===== src/rtl/mpa_pkg.sv =====
// ----------------------------------------------------------------------------
// mpa_pkg
// shared constants and control structs of the masked probability argmax block
// ----------------------------------------------------------------------------
package mpa_pkg;

  // default configuration
  localparam int unsigned NumQubitsDef = 10;
  localparam int unsigned FracBitsDef  = 32;

  // run tag kept beside every accumulator; tag zero marks a cleared entry
  localparam int unsigned EpochW = 8;

  // apb
  localparam int unsigned PaddrW = 2;
  localparam int unsigned PdataW = 32;

  // update stage status toward the sequencer
  typedef struct packed {
    logic fire;   // an item is in the update stage
    logic last;   // that item closes the run
  } stage_stat_t;

  // output buffer occupancy
  typedef struct packed {
    logic out_valid;
    logic skid_valid;
  } buf_stat_t;

endpackage


===== src/rtl/mpa_out_buf.sv =====
// ----------------------------------------------------------------------------
// mpa_out_buf
// result output register with one skid entry
// ----------------------------------------------------------------------------
module mpa_out_buf #(
  parameter int unsigned DataW = 48
) (
  input  logic               clk_i,
  input  logic               rst_ni,
  input  logic               in_valid_i,
  input  logic [DataW-1:0]   in_data_i,
  input  logic               tready_i,
  output logic               tvalid_o,
  output logic [DataW-1:0]   tdata_o,
  output mpa_pkg::buf_stat_t stat_o
);

  logic             out_valid_q, out_valid_d;
  logic [DataW-1:0] out_data_q, out_data_d;
  logic             skid_valid_q, skid_valid_d;
  logic [DataW-1:0] skid_data_q, skid_data_d;

  always_comb begin
    out_valid_d  = out_valid_q;
    out_data_d   = out_data_q;
    skid_valid_d = skid_valid_q;
    skid_data_d  = skid_data_q;
    if (!out_valid_q || tready_i) begin
      if (skid_valid_q) begin
        out_valid_d  = 1'b1;
        out_data_d   = skid_data_q;
        skid_valid_d = 1'b0;
      end else begin
        out_valid_d = in_valid_i;
        out_data_d  = in_data_i;
      end
    end else if (in_valid_i) begin
      skid_valid_d = 1'b1;
      skid_data_d  = in_data_i;
    end
  end

  always_ff @(posedge clk_i or negedge rst_ni) begin
    if (!rst_ni) begin
      out_valid_q  <= 1'b0;
      skid_valid_q <= 1'b0;
    end else begin
      out_valid_q  <= out_valid_d;
      skid_valid_q <= skid_valid_d;
    end
  end

  always_ff @(posedge clk_i) begin
    out_data_q  <= out_data_d;
    skid_data_q <= skid_data_d;
  end

  assign tvalid_o          = out_valid_q;
  assign tdata_o           = out_data_q;
  assign stat_o.out_valid  = out_valid_q;
  assign stat_o.skid_valid = skid_valid_q;

endmodule


===== config.mk =====
export PLATFORM = sky130hd
export DESIGN_NAME = mpa_out_buf
export DESIGN_NICKNAME = d
export VERILOG_FILES = /design/src/rtl/mpa_pkg.sv /design/src/rtl/mpa_out_buf.sv
export SDC_FILE = /design/constraint.sdc
export NUM_CORES = 1
export LEC_CHECK = 0
export ABC_AREA = 1
export BUFFER_PORTS_ARGS = -buffer_cell sky130_fd_sc_hd__buf_2
export CORE_AREA = 8 8 119 121
export CTS_CLUSTER_DIAMETER = 80
export DETAILED_ROUTE_END_ITERATION = 10
export DIE_AREA = 0 0 127 129
export PLACE_DENSITY = 0.47
export RECOVER_POWER = 100
export SLEW_MARGIN = 0
export SYNTH_ARGS = -nofsm -noshare
export SYNTH_HDL_FRONTEND = slang
export SYNTH_SLANG_ARGS = --single-unit

===== constraint.sdc =====
create_clock -name clk_i -period 4.9 [get_ports clk_i]
set_input_delay 0.735 -clock clk_i [delete_from_list [all_inputs] [get_ports clk_i]]
set_output_delay 0.735 -clock clk_i [all_outputs]
set_load 0.02 [all_outputs]

Word level (Yosys, flattened, before mapping)
Cells that the tools add are included.
{ "op_classes": {"mux": 4, "n_bitwise": 1, "reduce_logical": 4} }
{ "op_table": {"columns": ["operator", "count"], "rows": [
  ["$mux W48", 1],
  ["$mux W1", 3],
  ["$reduce_and A2 Y1", 1],
  ["$reduce_bool A2 Y1", 1],
  ["$logic_not A1 Y1", 1],
  ["$logic_or A1 B1 Y1", 1],
  ["$not A1 Y1", 1]
]} }
{ "word_totals": {"output_inout_bits": 51, "ff_bits": 98} }

Longest topological paths before layout
Gate-level depths: netlist of the first run.
{ "logic_depth": {"depth_word": 4, "ltp_mapped": 6, "depth_no_buf": 3} }

Worst setup path before layout of the first run
No wires, ideal clock.
{ "synth_path": {"path_type": "input -> register", "start": "input tready_i", "end": "register skid_data_q[0] (enable)", "required_time_ns": 4.447, "setup_ns": 0.453, "path_slack_ns": 0.408, "t_arrival_ns": 4.039, "stages": 3, "path_cell_list": "inv_1 > nand2_1 > nor2_1"} }
{ "synth_between": {"elab_chain_cells": 3} }
{ "synth_rtl": {"columns": ["item", "line_no", "source"], "rows": [
  ["start: declaration", "mpa_out_buf.sv:12", "input logic tready_i,"],
  ["$logic_or A1 B1 Y1", "mpa_out_buf.sv:28", "if (!out_valid_q || tready_i) begin"],
  ["$not A1 Y1 (no source line)", null, null],
  ["$reduce_and A2 Y1 (no source line)", null, null],
  ["end signal: assignment", "mpa_out_buf.sv:55", "skid_data_q <= skid_data_d;"],
  ["end: declaration", "mpa_out_buf.sv:21", "logic [DataW-1:0] skid_data_q, skid_data_d;"]
]} }
Every way passes these cells.
A chain may end at the register's enable or synchronous reset.

Worst setup path in the final report of the first run
{ "layout_path": {"start": "input tready_i", "end": "register out_data_q[32] (netlist: tdata_o[32]) (enable)"} }
{ "layout_between": {"elab_chain_cells": 1} }
{ "layout_rtl": {"columns": ["item", "line_no", "source"], "rows": [
  ["$logic_or A1 B1 Y1", "mpa_out_buf.sv:28", null],
  ["end signal: assignment", "mpa_out_buf.sv:54", "out_data_q <= out_data_d;"],
  ["end: declaration", "mpa_out_buf.sv:19", "logic [DataW-1:0] out_data_q, out_data_d;"]
]} }
Every way passes these cells.

==> impl_metrics.env, run 1 <==
export IMPL_yosys_cell_types_count=9
export IMPL_coreArea_mm2=0.0123
export IMPL_fillers=1283
export IMPL_cts_made_buffers=9
export IMPL_die_area_mm2=0.0164
export IMPL_synth_top_area_share_pct=80.1
export IMPL_clkLatencyLatePin_ps=330
export IMPL_fin_hold_ws_ps=198
export IMPL_postSynthNetCount=315
export IMPL_ff2ff_path_depth=2
export IMPL_viasPerCell=4.10
export IMPL_syn_cell_area_mm2=0.00360
export IMPL_final_setup_viol_count=0
export IMPL_endpoint="tdata_o[32]"
export IMPL_wl_per_cell_um=14.4
export IMPL_ys_seq_elements=98
export IMPL_antenna_found_initial=0
export IMPL_fmax_mhz=321
export IMPL_regToRegEndpoint="tdata_o[32]"
export IMPL_violations="capacitance limit, slew limit"
export IMPL_r2r_start="tvalid_o"
export IMPL_post_cts_buffers=0
export IMPL_start_util_pct=29.2
export IMPL_drtIter0Drc=77
export IMPL_vdd_drop_max_mv=0.183
export IMPL_cts_reportedPaths_clkPinSlew_ps=60
export IMPL_worstSetupPathType="input port to flop"
export IMPL_async_flop_share_pct=2.04
export IMPL_gr_usage_all_layers_pct=9.49
export IMPL_p_leak_uw=0.00168
export IMPL_report_final_slew_viol_count=103
export IMPL_vias=2121
export IMPL_rrSetupSlack_ps=1860
export IMPL_yosysMostFrequentCell="nand2_1"
export IMPL_synth_area_leaders="edfxtp_1 80%, nand2_1 15%, dfrtp_1 1.4%"
export IMPL_clk_root_buffer_cell="clkbuf_16"
export IMPL_critPathMaxFanout=50
export IMPL_grt_pass1_wl_um=12000
export IMPL_wirelength_um=7450
export IMPL_status="finished, violations left"
export IMPL_post_route_min_period_ps=3120
export IMPL_crit_required_ps=4780
export IMPL_synth_commonest_cells="146 x nand2_1, 96 x edfxtp_1, 6 x buf_2"
export IMPL_dp_final_hpwl_um=4890
export IMPL_hp_class="input port to async pin"
export IMPL_drc_errors=0
export IMPL_startpoint_type="input port"
export IMPL_clock_sinks=98
export IMPL_grt_max_degree=52
export IMPL_gp_congestion=0.653
export IMPL_postLayoutCoreUtil_pct=35.3
export IMPL_io_buffers=102
export IMPL_fin_crit_sh_pct=63.7
export IMPL_cts_hold_repair_buffers=0
export IMPL_grt_setup_unrepaired="no"
export IMPL_worstMarginPinSlew_ps=2910
export IMPL_postSynthAreaPerCell_um2=13.7
export IMPL_synthCells=263
export IMPL_clk_path_buf_depth=2
export IMPL_critical_path_arrival_ps=3000
export IMPL_cts_tree="done"
export IMPL_synth_edf_count=96
export IMPL_ios=103
export IMPL_power_density_mw_per_mm2=416
export IMPL_synth_top_area_cell="edfxtp_1"
export IMPL_grt_ovfl_total=0
export IMPL_yosys_warnings=0
export IMPL_die_y_um=129
export IMPL_die_x_um=127
export IMPL_htreeDepth=3
export IMPL_relSlewSlack_pct=-93.7
export IMPL_grt_pass1_vias=2327
export IMPL_ant_nets=0
export IMPL_nets=417
export IMPL_cap_violations=2
export IMPL_worst_clock_skew_ps=5.88
export IMPL_post_cts_resized=0
export IMPL_firstDrtPassIters=4
export IMPL_diodes=0
export IMPL_area_growth_pct=20.7
export IMPL_ys_flop_type="edfxtp_1"
export IMPL_synth_yosys_seq_area_share_pct=81.4
export IMPL_hold_viol=0
export IMPL_drive_gt1_share_pct=7.63
export IMPL_row_count=41
export IMPL_fin_tns_setup_ps=0
export IMPL_worstSetupStartpoint="tready_i"
export IMPL_worstSetupEndpointType="flop"
[placed cells by master (no fill, tap or decap)]
cell,instances
clkbuf_1,90
clkbuf_16,9
inv_1,2
buf_4,1
buf_2,16
dfrtp_1,2
edfxtp_1,96
inv_2,1
nand2_1,146
nor2_1,3
clkinv_2,1
[worst min-delay path by stage]
| stage | end | slack, ps |
|---|---|---|
| floorplan | skid_valid_q | 440 |
| global placement | tdata_o[31] | 500 |
| detailed placement | tdata_o[40] | 500 |
| CTS | tvalid_o | 180 |
| global route | skid_valid_q | 190 |
| finish | tvalid_o | 200 |
[final cells by class]
type / instances / area, µm² / area share, %
Clock inverter: 1 / 5.00 / 0.115
Inverter: 3 / 11.3 / 0.259
Timing Repair Buffer: 104 / 414 / 9.53
Clock buffer: 12 / 236 / 5.44
Sequential cell: 98 / 2930 / 67.5
Multi-Input combinational cell: 149 / 559 / 12.9
Tap cell: 150 / 188 / 4.32
[where the power goes]
group,switching [µW],internal (µW),total [µW]
clock network,267,335,603
logic,135,46.7,182
registers,25.6,1000,1030
[sequential cells by signal, indices dropped and copies added, names as in the netlist]
name	count
skid_valid_q	1
skid_data_q	48
tdata_o	48
tvalid_o	1
[cell families (layout without fill, tap and decap cells)]
logic type    after synthesis  count (layout)  share of synthesized area, %
flops                      98              98                          81.4
simple gates              149             149                          15.5
buf+inv                    16             120                          3.02
[worst max-delay path: stages]
cell and delay (ps):
buf_2 70, inv_1 40, nand2_1 70, clkbuf_1 2060
[through the flow]
| stage | total power, µW | instance area [µm²] | setup slack (ps) | cells |
|---|---|---|---|---|
| 2_1_floorplan | 1160 | 3600 | 408 | 263 |
| 3_3_place_gp | 1240 | 4230 | 2660 | 504 |
| 3_5_place_dp | 1240 | 4230 | 2650 | 504 |
| 4_1_cts | 1850 | 4470 | 2500 | 517 |
| 5_1_grt | 1890 | 4350 | 1430 | 517 |
| 6_report | 1810 | 4350 | 1780 | 517 |
[metal layers]
layer | vias up | track usage, % | routed length [µm]
met5 | - | 0 | 0
met4 | 0 | 3.57 | 82
met3 | 8 | 4.55 | 611
met2 | 61 | 14.9 | 3460
met1 | 974 | 11.1 | 3300
li1 | 1078 | - | -
No activity file was read; power rests on OpenSTA's default activity.
==> run 2, diff against run 1 <==
==> constraint.sdc (replaced) <==
create_clock -name clk_i -period 3.2 [get_ports clk_i]
set_input_delay 0.48 -clock clk_i [delete_from_list [all_inputs] [get_ports clk_i]]
set_output_delay 0.48 -clock clk_i [all_outputs]
set_load 0.02 [all_outputs]
==> run 2 against run 1 <==
Against the previous run: clock-buffer cell count grew 2; core utilization grew 0.84 points; combinational power grew 60%; die area is the same; worst setup slack lost 1100 ps; sequential cell count is the same; global-route usage grew 0.33 points; power grew 63%; clock power grew 82%; final cell count grew 0.97%; the run still ends with capacitance limit, slew limit left; routed wire length grew 6.4%.
==> impl_metrics.env, run 2 (synthesis results as in run 1) <==
export IMPL_status="finished, violations left"
export IMPL_violations="capacitance limit, slew limit"
export IMPL_fmax_mhz=403
export IMPL_report_final_slew_viol_count=49
export IMPL_layout_common_cells="146 x nand2_1, 96 x edfxtp_1, 89 x clkbuf_1"
export IMPL_final_setup_viol_count=0
export IMPL_power_density_mw_per_mm2=664
export IMPL_die_area_mm2=0.0164
export IMPL_grt_pass1_wl_um=12300
export IMPL_clkLatencyLatePin_ps=330
export IMPL_wirelength_um=7930
export IMPL_vdd_drop_max_mv=0.218
export IMPL_startpoint_type="flop"
export IMPL_clk_root_buffer_cell="clkbuf_16"
export IMPL_crit_slowest_cell="dfrtp_2"
export IMPL_drtIter0Drc=125
export IMPL_cts_made_buffers=9
export IMPL_worstSetupPathType="flop to output pin"
export IMPL_vias=2136
export IMPL_gp_congestion=0.679
export IMPL_multiInputGateArea_um2=567
export IMPL_final_cell_area_mm2=0.00445
export IMPL_critPathMaxFanout=36
export IMPL_drc_errors=0
export IMPL_io_buffers=102
export IMPL_drive_gt1_share_pct=9.14
export IMPL_clock_sinks=98
export IMPL_grt_pass1_vias=2224
export IMPL_start_util_pct=29.2
export IMPL_gr_usage_all_layers_pct=9.82
export IMPL_crit_required_ps=2720
export IMPL_worstSetupStartpoint="skid_valid_q"
export IMPL_coreArea_mm2=0.0123
export IMPL_fin_crit_sh_pct=77.6
export IMPL_post_route_min_period_ps=2480
export IMPL_post_cts_buffers=0
export IMPL_hp_class="input port to flop"
export IMPL_cts_reportedPaths_clkPinSlew_ps=60
export IMPL_wl_per_cell_um=15.2
export IMPL_hold_viol=0
export IMPL_grt_setup_unrepaired="no"
export IMPL_row_count=41
export IMPL_ant_nets=0
export IMPL_seq_area_mm2=0.00293
export IMPL_worstMarginPinSlew_ps=1540
export IMPL_layout_commonest_cell="nand2_1"
export IMPL_cpPeakStageDelay_ps=800
export IMPL_dp_final_hpwl_um=5230
export IMPL_grt_ovfl_total=0
export IMPL_cts_tree="done"
export IMPL_placed_cell_area_mm2=0.00425
export IMPL_htreeDepth=3
export IMPL_critical_path_arrival_ps=2000
export IMPL_worst_clock_skew_ps=3.31
export IMPL_worstSetupEndpointType="output pin"
export IMPL_diodes=0
export IMPL_fin_tns_setup_ps=0
export IMPL_ios=103
export IMPL_crit_chain="clkbuf_1 > buf_2"
export IMPL_die_x_um=127
export IMPL_hp_start="in_data_i[19]"
export IMPL_firstDrtPassIters=4
export IMPL_relSlewSlack_pct=-2.76
export IMPL_antenna_found_initial=0
export IMPL_viasPerCell=4.09
export IMPL_area_growth_pct=23.6
export IMPL_die_y_um=129
export IMPL_grt_max_degree=51
export IMPL_nets=419
export IMPL_cap_violations=1
export IMPL_p_leak_uw=0.00173
export IMPL_fillers=1293
export IMPL_clk_path_buf_depth=2
export IMPL_r2r_start="skid_valid_q"
[run 2: cell types whose count changed in the layout (fill, tap and decap cells not counted), sizes merged]
cell	delta
dlygate4sd3	+1
clkbuf	+3
bufinv	+1
[run 2: final cells by class]
type | count | share of cell area [%]
clock inverter | 2 | 0.787
clock buffer | 14 | 6.16
sequential | 98 | 65.9
inverter | 3 | 0.253
multi-input combinational | 149 | 12.7
timing repair buffer | 106 | 9.92
tap | 150 | 4.22
[run 2: final timing paths]
| path | depth (start not counted) | slack, ps | to |
|---|---|---|---|
| max | 2 | 720 | stat_o[0] |
| min reg2reg | 2 | 520 | tdata_o[38] |
| max in group asynchronous | 2 | 2580 | skid_valid_q |
| max reg2reg | 3 | 930 | tdata_o[27] |
| min | 1 | 340 | skid_data_q[19] |
| min in group asynchronous | 2 | 480 | tvalid_o |
[run 2: routing by layer]
| metal | track usage, % | vias up | wire, µm |
|---|---|---|---|
| met2 | 14.9 | 66 | 3540 |
| li1 | - | 1086 | - |
| met3 | 3.93 | 9 | 589 |
| met5 | 0 | - | 0 |
| met4 | 4.20 | 0 | 103 |
| met1 | 12.2 | 975 | 3700 |
[run 2: per-stage QoR]
step           instances  total power (µW)  util [%]  hold WS, ps  setup WS (ps)
2_1_floorplan        263              1780         -          184            293
3_3_place_gp         505              1910      34.5          266           1310
3_5_place_dp         505              1910      34.5          268           1280
4_1_cts              522              3030      37.1          320            985
5_1_grt              522              3090      36.1          318            505
6_report             522              2960      36.1          335            718
[run 2: repair_timing]
| action | in CTS | in global routing |
|---|---|---|
| gates resized for setup | 0 | 0 |
| hold buffers | 1 | 0 |
| hold endpoints to repair | 2 | 0 |
[run 2: worst max-delay path, delay by kind of cell, from the launching register on]
kind	cells	cell delay, ps
DFF	1	800
buffers and inverters	2	870
[run 2: power breakdown]
part           switching, µW  internal (µW)  leakage, µW
Sequential              36.0           1530     0.000952
Combinational            217           74.4     0.000624
Clock                    431            669     0.000153
