**config.mk**
```make
export PLATFORM = sky130hd
export DESIGN_NAME = mpa_update
export DESIGN_NICKNAME = d
export VERILOG_FILES = /design/src/rtl/mpa_pkg.sv /design/src/rtl/mpa_update.sv
export SDC_FILE = /design/constraint.sdc
export NUM_CORES = 1
export LEC_CHECK = 0
export ABC_AREA = 1
export BUFFER_PORTS_ARGS = -buffer_cell sky130_fd_sc_hd__buf_2
export CAP_MARGIN = 20
export CORE_AREA = 2 2 181 183
export CTS_CLUSTER_SIZE = 24
export DETAILED_ROUTE_END_ITERATION = 16
export DIE_AREA = 0 0 183 185
export GPL_TIMING_DRIVEN = 0
export PLACE_DENSITY = 0.46
export SLEW_MARGIN = 20
export SYNTH_ARGS = -nofsm -noshare
export SYNTH_HDL_FRONTEND = slang
export SYNTH_SLANG_ARGS = --single-unit
```
**constraint.sdc**
```tcl
create_clock -name clk_i -period 21.5 [get_ports clk_i]
set_input_delay 5.375 -clock clk_i [delete_from_list [all_inputs] [get_ports clk_i]]
set_output_delay 5.375 -clock clk_i [all_outputs]
set_load 0.05 [all_outputs]
```
**src/rtl/mpa_pkg.sv**
```systemverilog
// ----------------------------------------------------------------------------
// mpa_pkg
// shared constants and control structs of the masked probability argmax block
// ----------------------------------------------------------------------------
package mpa_pkg;

  // default configuration
  localparam int unsigned NumQubitsDef = 10;
  localparam int unsigned FracBitsDef  = 32;

  // run tag kept beside every accumulator; tag zero marks a cleared entry
  localparam int unsigned EpochW = 8;

  // apb
  localparam int unsigned PaddrW = 2;
  localparam int unsigned PdataW = 32;

  // update stage status toward the sequencer
  typedef struct packed {
    logic fire;   // an item is in the update stage
    logic last;   // that item closes the run
  } stage_stat_t;

  // output buffer occupancy
  typedef struct packed {
    logic out_valid;
    logic skid_valid;
  } buf_stat_t;

endpackage

```
**src/rtl/mpa_update.sv**
```systemverilog
// ----------------------------------------------------------------------------
// mpa_update
// read-modify-write of one accumulator per item, forwarding, running argmax
// ----------------------------------------------------------------------------
module mpa_update #(
  parameter int unsigned NumQubits = mpa_pkg::NumQubitsDef,
  parameter int unsigned FracBits  = mpa_pkg::FracBitsDef
) (
  input  logic                                        clk_i,
  input  logic                                        rst_ni,
  input  logic                                        in_fire_i,
  input  logic [NumQubits-1:0]                        in_index_i,
  input  logic [FracBits:0]                           in_prob_i,
  input  logic                                        in_last_i,
  input  logic [NumQubits-1:0]                        mask_i,
  input  logic [mpa_pkg::EpochW-1:0]                  epoch_i,
  output logic [NumQubits-1:0]                        rd_addr_o,
  input  logic [mpa_pkg::EpochW+FracBits+1:0]         rd_data_i,
  output logic                                        wr_en_o,
  output logic [NumQubits-1:0]                        wr_addr_o,
  output logic [mpa_pkg::EpochW+FracBits+1:0]         wr_data_o,
  output mpa_pkg::stage_stat_t                        stage_o,
  output logic [NumQubits-1:0]                        res_state_o,
  output logic [FracBits+1:0]                         res_prob_o
);

  localparam int unsigned AccW  = FracBits + 2;
  localparam int unsigned ProbW = FracBits + 1;
  localparam int unsigned SumW  = AccW + 1;
  localparam int unsigned MemW  = mpa_pkg::EpochW + AccW;

  logic                 v1_q;
  logic                 last1_q;
  logic [NumQubits-1:0] state1_q;
  logic [ProbW-1:0]     prob1_q;

  logic                 fwd_v_q;
  logic [NumQubits-1:0] fwd_state_q;
  logic [MemW-1:0]      fwd_word_q;

  logic [NumQubits-1:0] best_state_q, best_state_d;
  logic [AccW-1:0]      best_val_q, best_val_d;

  logic [MemW-1:0]      cur_word;
  logic [AccW-1:0]      base;
  logic [SumW-1:0]      sum_wide;
  logic [AccW-1:0]      sum_sat;
  logic                 take;

  assign rd_addr_o = in_index_i & mask_i;

  always_comb begin
    // last write went out in the cycle the read was issued: memory data is stale
    if (fwd_v_q && (fwd_state_q == state1_q)) begin
      cur_word = fwd_word_q;
    end else begin
      cur_word = rd_data_i;
    end
    // entry tagged with another run counts as zero
    if (cur_word[MemW-1 -: mpa_pkg::EpochW] == epoch_i) begin
      base = cur_word[AccW-1:0];
    end else begin
      base = '0;
    end
    sum_wide = {1'b0, base} + SumW'(prob1_q);
    sum_sat  = sum_wide[AccW] ? {AccW{1'b1}} : sum_wide[AccW-1:0];
    take     = sum_sat > best_val_q;
    best_state_d = take ? state1_q : best_state_q;
    best_val_d   = take ? sum_sat  : best_val_q;
  end

  assign wr_en_o      = v1_q;
  assign wr_addr_o    = state1_q;
  assign wr_data_o    = {epoch_i, sum_sat};
  assign stage_o.fire = v1_q;
  assign stage_o.last = last1_q;
  assign res_state_o  = best_state_d;
  assign res_prob_o   = best_val_d;

  always_ff @(posedge clk_i or negedge rst_ni) begin
    if (!rst_ni) begin
      v1_q         <= 1'b0;
      last1_q      <= 1'b0;
      fwd_v_q      <= 1'b0;
      best_state_q <= '0;
      best_val_q   <= '0;
    end else begin
      v1_q    <= in_fire_i;
      last1_q <= in_fire_i & in_last_i;
      fwd_v_q <= v1_q;
      if (v1_q) begin
        if (last1_q) begin
          best_state_q <= '0;
          best_val_q   <= '0;
        end else begin
          best_state_q <= best_state_d;
          best_val_q   <= best_val_d;
        end
      end
    end
  end

  always_ff @(posedge clk_i) begin
    if (in_fire_i) begin
      state1_q <= rd_addr_o;
      prob1_q  <= in_prob_i;
    end
    fwd_state_q <= state1_q;
    fwd_word_q  <= wr_data_o;
  end

endmodule

```
Word-level counts from Yosys, hierarchy flattened. Cells that the tools add are included.

Mux-type cells: 7. Add/sub/neg operators: 1. Bitwise operators: 2. Order comparisons: 1. Equal/unequal tests: 2. Reduce and logical (&&, ||, !) cells: 1.

Operator list (number): 2-to-1 mux 34 bit (4); 2-to-1 mux 42 bit (1); adder 34 x 33 -> 35 bit (1); > comparator 34 bit (1); 2-to-1 mux 10 bit (2); AND 10 bit (1); equality test 10 bit (1); equality test 8 bit (1); AND 1 bit (1); logical AND 1 bit (1).

Output and inout port bits: 109. Register bits after elaboration: 142. Word-level logic and storage cells: 23. Input bits: 107.

Logic depth before layout (Yosys ltp). Gate-level depths: netlist of the first run.

Word-level depth: 10. Mapped depth: 46. Depth with buffers taken out: 44.

Least setup slack after synthesis of the first run. Ideal clock, no wire load.

Kind: input port to output port. From: in epoch_i[0] (netlist name). To: out res_prob_o[10]. Buffers on the path: 4. Required time: 16125 ps. Arrival: 11118 ps. Slack: 5007 ps. Stages on the path: 32. Cells stage by stage: nand3b_1 nand2_1 nand2_1 nor2_2 nand2_1 clkbuf_1 a21oi_1 ha_1 a21oi_1 nand2_1 nand3_1 nand2_1 nand2_1 nand2_1 nand3_1 nand2_1 nand2_1 nand2_1 nand4_4 buf_2 buf_2 nand3_1 ha_1 nand2_1 inv_1 nand3_1 nor3_1 nand4_1 nand2_1 clkinv_1 clkbuf_1 o21ai_0.

Word-level cells in the longest chain between the ends: 6.

Ends and longest elaborated chain: from (decl) (RTL line mpa_update.sv:16) `input logic [mpa_pkg::EpochW-1:0] epoch_i,`; equality test 8 bit (RTL line mpa_update.sv:60) `if (cur_word[MemW-1 -: mpa_pkg::EpochW] == epoch_i) begin`; 2-to-1 mux 34 bit (RTL line mpa_update.sv:60); adder 34 x 33 -> 35 bit (RTL line mpa_update.sv:65) `sum_wide = {1'b0, base} + SumW'(prob1_q);`; 2-to-1 mux 34 bit (RTL line mpa_update.sv:66) `sum_sat = sum_wide[AccW] ? {AccW{1'b1}} : sum_wide[AccW-1:0];`; named net wr_data_o, one bit (RTL line mpa_update.sv:21) `output logic [mpa_pkg::EpochW+FracBits+1:0] wr_data_o,`; > comparator 34 bit (RTL line mpa_update.sv:67) `take = sum_sat > best_val_q;`; 2-to-1 mux 34 bit (RTL line mpa_update.sv:69) `best_val_d = take ? sum_sat : best_val_q;`; to (decl) (RTL line mpa_update.sv:24) `output logic [FracBits+1:0] res_prob_o`.

The timed path passes the listed nets, and every way through them passes these cells.

Worst setup path after layout of the first run.
From: in epoch_i[0] (netlist name). To: out res_prob_o[33].

Word-level cells in the longest chain between the ends: 6.

Ends and longest elaborated chain (RTL line): equality test 8 bit (*) (mpa_update.sv:60); 2-to-1 mux 34 bit (*) (mpa_update.sv:60); adder 34 x 33 -> 35 bit (*) (mpa_update.sv:65); 2-to-1 mux 34 bit (*) (mpa_update.sv:66); > comparator 34 bit (mpa_update.sv:67); 2-to-1 mux 34 bit (*) (mpa_update.sv:69).

Mark *: on every way between the ends. The rest lies on a longest branch, timed or not.

==> key figures, run 1 <==
Outcome
  – Outcome: completed

Routing
  – WL met2: ~13000 um
  – Metal3 WL: about 1500 um
  – Post-route ant nets: 0
  – Via count: approximately 8500
  – Post-DR wirelength/cell: roughly 16 um
  – Top Layer Used: met5
  – 1st-pass router iterations: 5
  – DRC viols: 0
  – Routed vias/inst: 4.563
  – Initial detailed-routing violation count: between 500 and 600
  – Wire length on met1: 14830 um
  – Total routed wirelength: 29970 um

Die
  – Die Span Y: around 190 um
  – Initial Utilization: 28.47%
  – Num rows: 66
  – Die area: ~34000 um^2
  – Ports: 216
  – Die width: 183 um
  – Core box area: around 32000 um^2

Timing
  – Final period utilization: roughly 83%
  – Slew headroom: 44.66%
  – Achievable Freq: approximately 0.056 GHz
  – Final hold slack: ~0.46 ns
  – Final Hold Vio Count: 0
  – Setup violators final: 0
  – PnR worst setup slack: ~3.7 ns
  – RSZ-0062 raised after global routing: no
  – Tightest Pin Transition: between 0.8 and 0.9 ns
  – Final Slew Violations: 0
  – Post-layout min period: between 15 and 20 ns
  – Worst Skew: ~0.016 ns
  – Total negative setup slack: 0 ns

Cells and area
  – Nets@finish: 1620
  – Non-Filler Instances: roughly 1900
  – Seq. cell area: between 3000 and 4000 um^2
  – Ratio of cells with drive above 1 in the final layout: 22.29%
  – Area of the multi-input gates: about 4800 um^2
  – Core Util, Final: between 30% and 40%
  – Ant. Diodes: 0
  – P&R area growth vs syn: 24.13%
  – Fill cell count: ~3500

Placement
  – Port Buf Inserts: 215
  – Dpl hpwl: 24010 um
  – Dpl cells: around 1800
  – Gpl congestion: 0.8443
  – Dpl ws: between 3 and 4 ns

Synth
  – Register area share after synthesis: about two fifths
  – YS warnings: 0
  – Net Count, Synth: roughly 1400
  – Largest area contributor in the netlist: nand2_1
  – Unique masters post-synth: 45
  – Post-synth EDFFs: between 40 and 50
  – Post-synth top cells: nand2_1, inv_1, a21oi_1
  – Syn avg cell area: 7.533 um^2
  – Yosys reg bits: between 100 and 150
  – Top cell type's share of synthesized area: 15.59%
  – Post-synth top flop: dfxtp_1
  – Synth Cell Area: slightly above 9000 um^2
  – Most frequent cell after synthesis: nand2_1
  – Area contributors post-synth: nand2_1, edfxtp_1, dfrtp_1, dfxtp_1, ha_1
  – Mapped Cells: around 1200
  – Async SR Flop Fraction: 33.10%

Worst setup path
  – CP max FO: 10
  – Slowest cell on crit path: clkbuf_1
  – Most frequent CP cell: nand2_1
  – R2r setup slk: 13.40 ns
  – Critical path's largest stage delay: 0.55 ns
  – Crit path DAT: around 12 ns
  – CP Launch Type: input pin
  – Critical Path End Type: primary output
  – Crit path buf inv count: 7
  – Worst EP required: between 15 and 20 ns
  – Setup Crit Path Kind: in -> out
  – Family with the most delay on the worst path: simple AND/OR/NAND/NOR gates

GRT
  – Vias in the first global route: between 8000 and 9000
  – First-pass GRT wire length: between 40000 and 50000 um
  – GRT Total Usage: approximately 18%
  – Initial antenna violation count: 1
  – Largest net degree at the start of global routing: 48
  – Gr ovfl total: 0

Clocking
  – CTS clock-pin slew for the worst setup and hold paths: about 0.070 ns
  – Worst-skew pair later-pin latency: 0.45 ns
  – Clock buffer count from CTS: 17
  – TritonCTS clock tree: done
  – Root Buffer: clkbuf_16
  – Post-CTS Hold Buffers: 0
  – Sink Count: approximately 140
  – CTS resizes: 0
  – Htree depth: 4
  – Post CTS Setup Buffer Count: 0
  – Maximum clock path buffer count: 2

Pwr
  – Leak: 0.005994 uW
  – Power Internal: 693.7 uW
  – Gate power share: between 50% and 60%
  – Cell area power density: roughly 120 nW/um^2
  – Switch share: between 50% and 60%
  – Clock power frac: between 20% and 30%
  – Sequential share of power: 25.2%
  – Peak VDD IR: 0.1160 mV
  – NetSw: a little over 700 uW

Job
  – Maximum Capacitance Violations: 0

Min path
  – Worst Hold Class: reg -> reg
[path summary, 6_finish.rpt]
kind | end | startpoint | depth (start not counted)
min reg2reg | fwd_state_q[2]$_DFF_P_ | wr_addr_o[2]$_DFFE_PP_ | 0
max in group asynchronous | best_val_q[31]$_DFFE_PN0P_ | rst_ni | 1
min in group asynchronous | best_val_q[6]$_DFFE_PN0P_ | rst_ni | 1
max reg2reg | best_val_q[27]$_DFFE_PN0P_ | wr_addr_o[7]$_DFFE_PP_ | 40
max | res_prob_o[33] | epoch_i[0] | 33
min | fwd_state_q[2]$_DFF_P_ | wr_addr_o[2]$_DFFE_PP_ | 0
[logic make-up after synthesis]
group	synth area share, %
xor gates and xnor gates	2.592
adders and majority gates	9.409
DFF	38.46
and+or+nand+nor	27.90
buffers and inverters	9.285
AOI/OAI and AO/OA	12.36
[power groups by stage]
stage | sequential (uW) | combinational (uW) | clock (uW)
global placement | 360 | 737 | 0
floorplan | 359 | 546 | 0
finish | 355 | 736 | 317
global route | 362 | 801 | 335
detailed placement | 360 | 742 | 0
CTS | 355 | 744 | 326
[metrics by stage]
stage                     total power (uW)  area, um^2
after global routing                  1497       11320
final                                 1409       11320
after floorplan                      904.9        9123
after global placement                1097       10710
after CTS                             1426       11320
after detailed placement              1102       10710
[state kept, by name, indices dropped and copies added (netlist names), 10 cells and up]
| register | count |
|---|---|
| best_state_q | 10 |
| fwd_state_q | 10 |
| prob1_q | 33 |
| fwd_word_q | 42 |
| wr_addr_o | 10 |
| best_val_q | 34 |
[area by class of cell]
class,count,share of cell area (%)
tap,408,4.508
buffer,42,2.011
sequential,142,30.98
timing repair buffer,215,9.547
clock inverter,11,1.116
multi-input combinational,862,42.10
inverter,165,5.470
clock buffer,21,4.265
[cells in the final DEF, fill, tap and decap left out, types with 12 or more instances in the layout]
cell       Yosys  layout
dfrtp_1       47      47
a21oi_1       85      85
clkbuf_1      21      23
nand2_2       16      16
nand3_1       62      62
nand2_1      379     379
o21ai_2       17      17
dfxtp_1       52      52
edfxtp_1      43      43
inv_1        162     162
buf_2          8     221
nor2_1        58      58
buf_4         10      12
nand2_4       16      16
xor2_1        16      16
ha_1          67      67
nand4_1       12      12
o21ai_0       43      43
clkbuf_16      0      19
[per-layer routing]
| layer | vias to the layer above | global-route usage, % |
|---|---|---|
| met5 | - | 0 |
| met4 | 2 | 5.440 |
| met3 | 25 | 3.952 |
| met2 | 199 | 27.67 |
| met1 | 3910 | 25.05 |
| li1 | 4378 | - |
(Power assumes the default switching activity.)
==> run 2: changes to the inputs <==
--- a/config.mk
+++ b/config.mk
@@ -13,7 +13,7 @@
 export DETAILED_ROUTE_END_ITERATION = 16
 export DIE_AREA = 0 0 183 185
 export GPL_TIMING_DRIVEN = 0
-export PLACE_DENSITY = 0.46
+export PLACE_DENSITY = 0.48
 export SLEW_MARGIN = 20
 export SYNTH_ARGS = -nofsm -noshare
 export SYNTH_HDL_FRONTEND = slang
==> constraint.sdc (replaced) <==
create_clock -name clk_i -period 14.79 [get_ports clk_i]
set_input_delay 3.6975 -clock clk_i [delete_from_list [all_inputs] [get_ports clk_i]]
set_output_delay 3.6975 -clock clk_i [all_outputs]
set_load 0.05 [all_outputs]
==> key figures, run 2 (synthesis gave the netlist of run 1 again) <==
Clocking
  – TritonCTS clock tree: done
  – Root Buffer: clkbuf_16
  – Post-CTS Hold Buffers: 0
  – Clock buffer count from CTS: 17
  – Htree depth: 4
  – Maximum clock path buffer count: 2
  – Worst-skew pair later-pin latency: ~0.44 ns
  – Sink Count: between 100 and 150
  – CTS clock-pin slew for the worst setup and hold paths: around 0.07 ns

Timing
  – Final Slew Violations: 0
  – Tightest Pin Transition: between 0.8 and 0.9 ns
  – Achievable Freq: 0.07088 GHz
  – Worst Skew: around 0.015 ns
  – Total negative setup slack: 0 ns
  – Final period utilization: 95.39%
  – Slew headroom: 45.97%
  – RSZ-0062 raised after global routing: no
  – Setup violators final: 0
  – Post-layout min period: 14.11 ns
  – Final Hold Vio Count: 0

Placement
  – Port Buf Inserts: ~220
  – Area of placed instances: 10710 um^2
  – Gpl congestion: between 0.8 and 0.9
  – Dpl hpwl: ~24000 um
  – Dpl cells: approximately 1800

Cells and area
  – Largest register FFs: 42
  – Final Instance Area: between 10000 and 15000 um^2
  – Area of the multi-input gates: 4767 um^2
  – Most flop-heavy register: fwd_word_q
  – Non-Filler Instances: 1866
  – Largest regs: fwd_word_q x42, best_val_q x34, prob1_q x33
  – Ant. Diodes: 0
  – Fill cell count: between 3000 and 4000
  – Nets@finish: around 1600
  – P&R area growth vs syn: 23.40%
  – Core Util, Final: 35.13%
  – Most frequent cells in the layout: nand2_1, buf_2, inv_1
  – Ratio of cells with drive above 1 in the final layout: about 22%
  – Commonest non-fill, non-tap cell in the layout: nand2_1
  – Seq. cell area: around 3500 um^2

Die
  – Core box area: 32040 um^2
  – Num rows: 66
  – Die area: approximately 34000 um^2
  – Die width: roughly 180 um
  – Initial Utilization: between 20% and 30%
  – Die Span Y: approximately 190 um
  – Ports: around 220

GRT
  – Vias in the first global route: about 8100
  – Gr ovfl total: 0
  – Largest net degree at the start of global routing: 48
  – Initial antenna violation count: 0
  – First-pass GRT wire length: 45240 um
  – GRT Total Usage: about 18%

Routing
  – Routed vias/inst: ~4.6
  – Initial detailed-routing violation count: between 500 and 600
  – Post-DR wirelength/cell: 15.92 um
  – Via count: approximately 8500
  – Total routed wirelength: 29710 um
  – Post-route ant nets: 0
  – DRC viols: 0
  – 1st-pass router iterations: 7

Worst setup path
  – R2R depth: 41
  – R2r setup slk: slightly below 7 ns
  – R2R Path Start: wr_addr_o[7]$_DFFE_PP_
  – CP Launch Type: input pin
  – Critical Path End Type: primary output
  – Worst EP required: around 11 ns
  – RR Endpoint: best_val_q[9]$_DFFE_PN0P_
  – Critical path's largest stage delay: 0.54 ns
  – CP max FO: 10
  – Crit path DAT: 10.41 ns
  – Slowest cell on crit path: clkbuf_1
  – Most frequent CP cell: nand2_1
  – Setup Crit Path Kind: in -> out

Min path
  – Hold Path Cell Cnt: 0
  – Worst Hold Class: reg -> reg
  – HP Start: wr_addr_o[0]$_DFFE_PP_
  – Hold path endpoint: fwd_state_q[0]$_DFF_P_

Outcome
  – Outcome: completed

Job
  – Maximum Capacitance Violations: 0

Pwr
  – Total power: 2001 uW
  – Cell area power density: about 180 nW/um^2
  – Peak VDD IR: approximately 0.25 mV
  – Leak: between 0.005 and 0.006 uW
run 2: cell count changes in the layout (fill, tap and decap cells not counted):
cell,before,now
clkbuf_1,23,22
clkinv_2,2,4
clkbuf_2,0,2
clkbuf_16,19,18
clkinvlp_4,0,2
clkinv_4,2,0
inv_4,2,0
bufinv_16,2,0
inv_6,3,5
run 2: worst max-delay path by stage:
| stage | startpoint | end | cells after the start |
|---|---|---|---|
| after floorplan | epoch_i[0] | res_prob_o[10] | 32 |
| after global placement | epoch_i[5] | res_prob_o[19] | 33 |
| after detailed placement | epoch_i[0] | res_prob_o[19] | 33 |
| after CTS | epoch_i[0] | res_prob_o[19] | 33 |
| after global routing | rd_data_i[37] | res_prob_o[10] | 36 |
| final | epoch_i[0] | res_prob_o[9] | 33 |
run 2: worst max-delay path: cells and delay by family:
kind,cells,cell delay [ns]
simple gates,18,2.80
buf+inv,7,1.93
compound gates,6,1.33
fa+ha+maj,2,0.66
run 2: layout make-up:
type / count / area share (%)
buffer: 42 / 2.045
clock buffer: 21 / 4.101
clock inverter: 11 / 0.7002
inverter: 165 / 5.502
multi-input combinational: 862 / 42.35
sequential: 142 / 31.17
tap: 408 / 4.535
timing repair buffer: 215 / 9.603
run 2: layer usage:
layer,routed length [um],global-route usage (%),vias up
met2,13110,27.61,214
li1,-,-,4385
met4,644,6.080,0
met1,14420,24.70,3918
met3,1533,3.343,29
met5,0,0,-
run 2: timing repair:
item | CTS | global route
buffers inserted | 0 | 0
setup endpoints to repair | 0 | 11
hold endpoints to repair | 0 | 0
gates resized for setup | 0 | 4
run 2: where the power goes:
group	total, uW	switching, uW	internal [uW]
Clock	412	186	226
Sequential	516	34.5	481
Combinational	1070	815	258
Total	2000	1040	965
run 2: stage by stage:
step | hold slack [ns] | worst slack, ns
finish | 0.4478 | 0.6814
global route | 0.4801 | 0.05747
CTS | 0.4553 | 0.4958
detailed placement | 0.4390 | 0.5284
global placement | 0.4520 | 0.5327
floorplan | 0.4490 | 1.652
==> run 3: changes to the inputs <==
--- a/config.mk
+++ b/config.mk
@@ -8,12 +8,12 @@
 export ABC_AREA = 1
 export BUFFER_PORTS_ARGS = -buffer_cell sky130_fd_sc_hd__buf_2
 export CAP_MARGIN = 20
-export CORE_AREA = 2 2 181 183
+export CORE_AREA = 2 2 155 157
 export CTS_CLUSTER_SIZE = 24
 export DETAILED_ROUTE_END_ITERATION = 16
-export DIE_AREA = 0 0 183 185
+export DIE_AREA = 0 0 157 159
 export GPL_TIMING_DRIVEN = 0
-export PLACE_DENSITY = 0.48
+export PLACE_DENSITY = 0.62
 export SLEW_MARGIN = 20
 export SYNTH_ARGS = -nofsm -noshare
 export SYNTH_HDL_FRONTEND = slang
==> constraint.sdc (replaced) <==
create_clock -name clk_i -period 12.6 [get_ports clk_i]
set_input_delay 3.15 -clock clk_i [delete_from_list [all_inputs] [get_ports clk_i]]
set_output_delay 3.15 -clock clk_i [all_outputs]
set_load 0.05 [all_outputs]
==> key figures, run 3 (synthesis gave the netlist of run 1 again) <==
Pwr
  – Sequential share of power: approximately a quarter
  – Gate power share: around 53%
  – Leak: around 0.0060 uW
  – Total power: 2392 uW
  – Power Internal: around 1200 uW
  – Clock power frac: approximately 22%
  – Switch share: 51.49%
  – Cell area power density: 212.3 nW/um^2
  – NetSw: between 1000 and 1500 uW
  – Peak VDD IR: about 0.25 mV

Cells and area
  – Non-Filler Instances: 1777
  – Final Instance Area: about 11000 um^2
  – Most frequent cells in the layout: nand2_1, buf_2, inv_1
  – Nets@finish: about 1600
  – Ratio of cells with drive above 1 in the final layout: a little under a quarter
  – Largest regs: fwd_word_q x42, best_val_q x34, prob1_q x33
  – Commonest non-fill, non-tap cell in the layout: nand2_1
  – P&R area growth vs syn: 23.48%
  – Core Util, Final: 48.57%
  – Most flop-heavy register: fwd_word_q
  – Largest register FFs: 42
  – Ant. Diodes: 0

Clocking
  – Sink Count: approximately 140
  – Root Buffer: clkbuf_16
  – Maximum clock path buffer count: 2
  – Post CTS Setup Buffer Count: 0
  – TritonCTS clock tree: done
  – Htree depth: 4
  – Clock buffer count from CTS: 17
  – Worst-skew pair later-pin latency: ~0.44 ns
  – CTS clock-pin slew for the worst setup and hold paths: around 0.080 ns

Timing
  – Worst Skew: about 0.01 ns
  – Tightest Pin Transition: about 0.7 ns
  – Setup violators final: 0
  – RSZ-0062 raised after global routing: no
  – Final Slew Violations: 0
  – PnR worst setup slack: between 0.5 and 0.6 ns
  – Achievable Freq: between 0.08 and 0.09 GHz
  – Slew headroom: between 50% and 60%
  – Post-layout min period: ~12 ns
  – Final period utilization: between 90% and 100%
  – Final Hold Vio Count: 0

Placement
  – Dpl cells: around 1700
  – Port Buf Inserts: between 200 and 250
  – Dpl ws: -0.2820 ns
  – Area of placed instances: 10620 um^2
  – Gpl congestion: 0.8892
  – Dpl hpwl: between 20000 and 25000 um

Die
  – Num rows: 56
  – Die width: ~160 um
  – Core box area: 23190 um^2
  – Ports: roughly 220
  – Die area: ~25000 um^2
  – Die Span Y: ~160 um
  – Initial Utilization: between 30% and 40%

Worst setup path
  – Most frequent CP cell: nand2_1
  – CP max FO: 10
  – Slowest cell on crit path: a21oi_1
  – Critical Path End Type: primary output
  – Worst EP required: approximately 9.5 ns
  – CP Launch Type: input pin
  – Critical path's largest stage delay: 0.40 ns
  – Setup Crit Path Kind: in -> out
  – Crit path DAT: around 8.9 ns

Routing
  – Routed vias/inst: a little under 5
  – Post-DR wirelength/cell: between 15 and 20 um
  – Initial detailed-routing violation count: 544
  – Post-route ant nets: 0
  – DRC viols: 0
  – Via count: 8559
  – Total routed wirelength: roughly 27000 um
  – 1st-pass router iterations: 5

Job
  – Maximum Capacitance Violations: 0

Outcome
  – Outcome: completed

GRT
  – Vias in the first global route: between 7000 and 8000
  – Gr ovfl total: 0
  – First-pass GRT wire length: between 40000 and 50000 um
  – Largest net degree at the start of global routing: 48
  – Initial antenna violation count: 0
  – GRT Total Usage: a little over a fifth

Min path
  – Worst Hold Class: reg -> reg
-- run 3: stage by stage --
stage	TNS [ns]	hold slack, ns
2_1_floorplan	0	0.4490
3_3_place_gp	-2.815	0.4342
3_5_place_dp	-3.312	0.4295
4_1_cts	0	0.4471
5_1_grt	0	0.4715
6_report	0	0.4466
-- run 3: final cells by class --
| cell class | count | area [um^2] |
|---|---|---|
| fillers | 2337 | 11930 |
| multi-input cells | 862 | 4786 |
| flip-flops and latches | 142 | 3508 |
| repair buffers | 216 | 1101 |
| inverters | 165 | 619.3 |
| clock buffers | 17 | 425.4 |
| well taps | 319 | 399.1 |
| plain buffers | 41 | 235.2 |
| clock inverters | 15 | 190.2 |
-- run 3: power groups by stage --
stage | Clock [uW] | Combinational, uW | Sequential [uW]
2_1_floorplan | 0 | 931 | 613
3_5_place_dp | 0 | 1250 | 613
6_report | 528 | 1260 | 604
3_3_place_gp | 0 | 1230 | 613
5_1_grt | 552 | 1360 | 614
4_1_cts | 535 | 1260 | 604
-- run 3: path summary, 6_finish.rpt --
kind | to | from | slack, ns | cells past startpoint
min in group asynchronous | best_val_q[3]$_DFFE_PN0P_ | rst_ni | 2.73 | 1
min reg2reg | fwd_state_q[0]$_DFF_P_ | wr_addr_o[0]$_DFFE_PP_ | 0.45 | 0
min | fwd_state_q[0]$_DFF_P_ | wr_addr_o[0]$_DFFE_PP_ | 0.45 | 0
max in group asynchronous | best_val_q[26]$_DFFE_PN0P_ | rst_ni | 9.40 | 1
max | res_prob_o[20] | epoch_i[5] | 0.55 | 34
max reg2reg | best_state_q[7]$_DFFE_PN0P_ | wr_addr_o[7]$_DFFE_PP_ | 5.73 | 40
-- run 3: layer usage --
| layer | GRT usage, % | routed length [um] | vias up |
|---|---|---|---|
| li1 | - | - | 4391 |
| met1 | 31.43 | 13270 | 3873 |
| met2 | 32.81 | 11790 | 262 |
| met3 | 3.620 | 1581 | 33 |
| met4 | 6.922 | 580 | 0 |
| met5 | 0 | 0 | - |
-- run 3: worst max-delay path: cells and delay by family --
family	cells	cell delay, ns
buffers and inverters	6	1.23
AOI/OAI and AO/OA	6	1.31
adders and majority gates	2	0.61
and+or+nand+nor	20	2.57
-- run 3: what timing repair did --
action,4_1_cts,5_1_grt
gates resized for setup,5,14
hold buffers,0,0
endpoints found under the setup margin,17,44
pin swaps,0,0
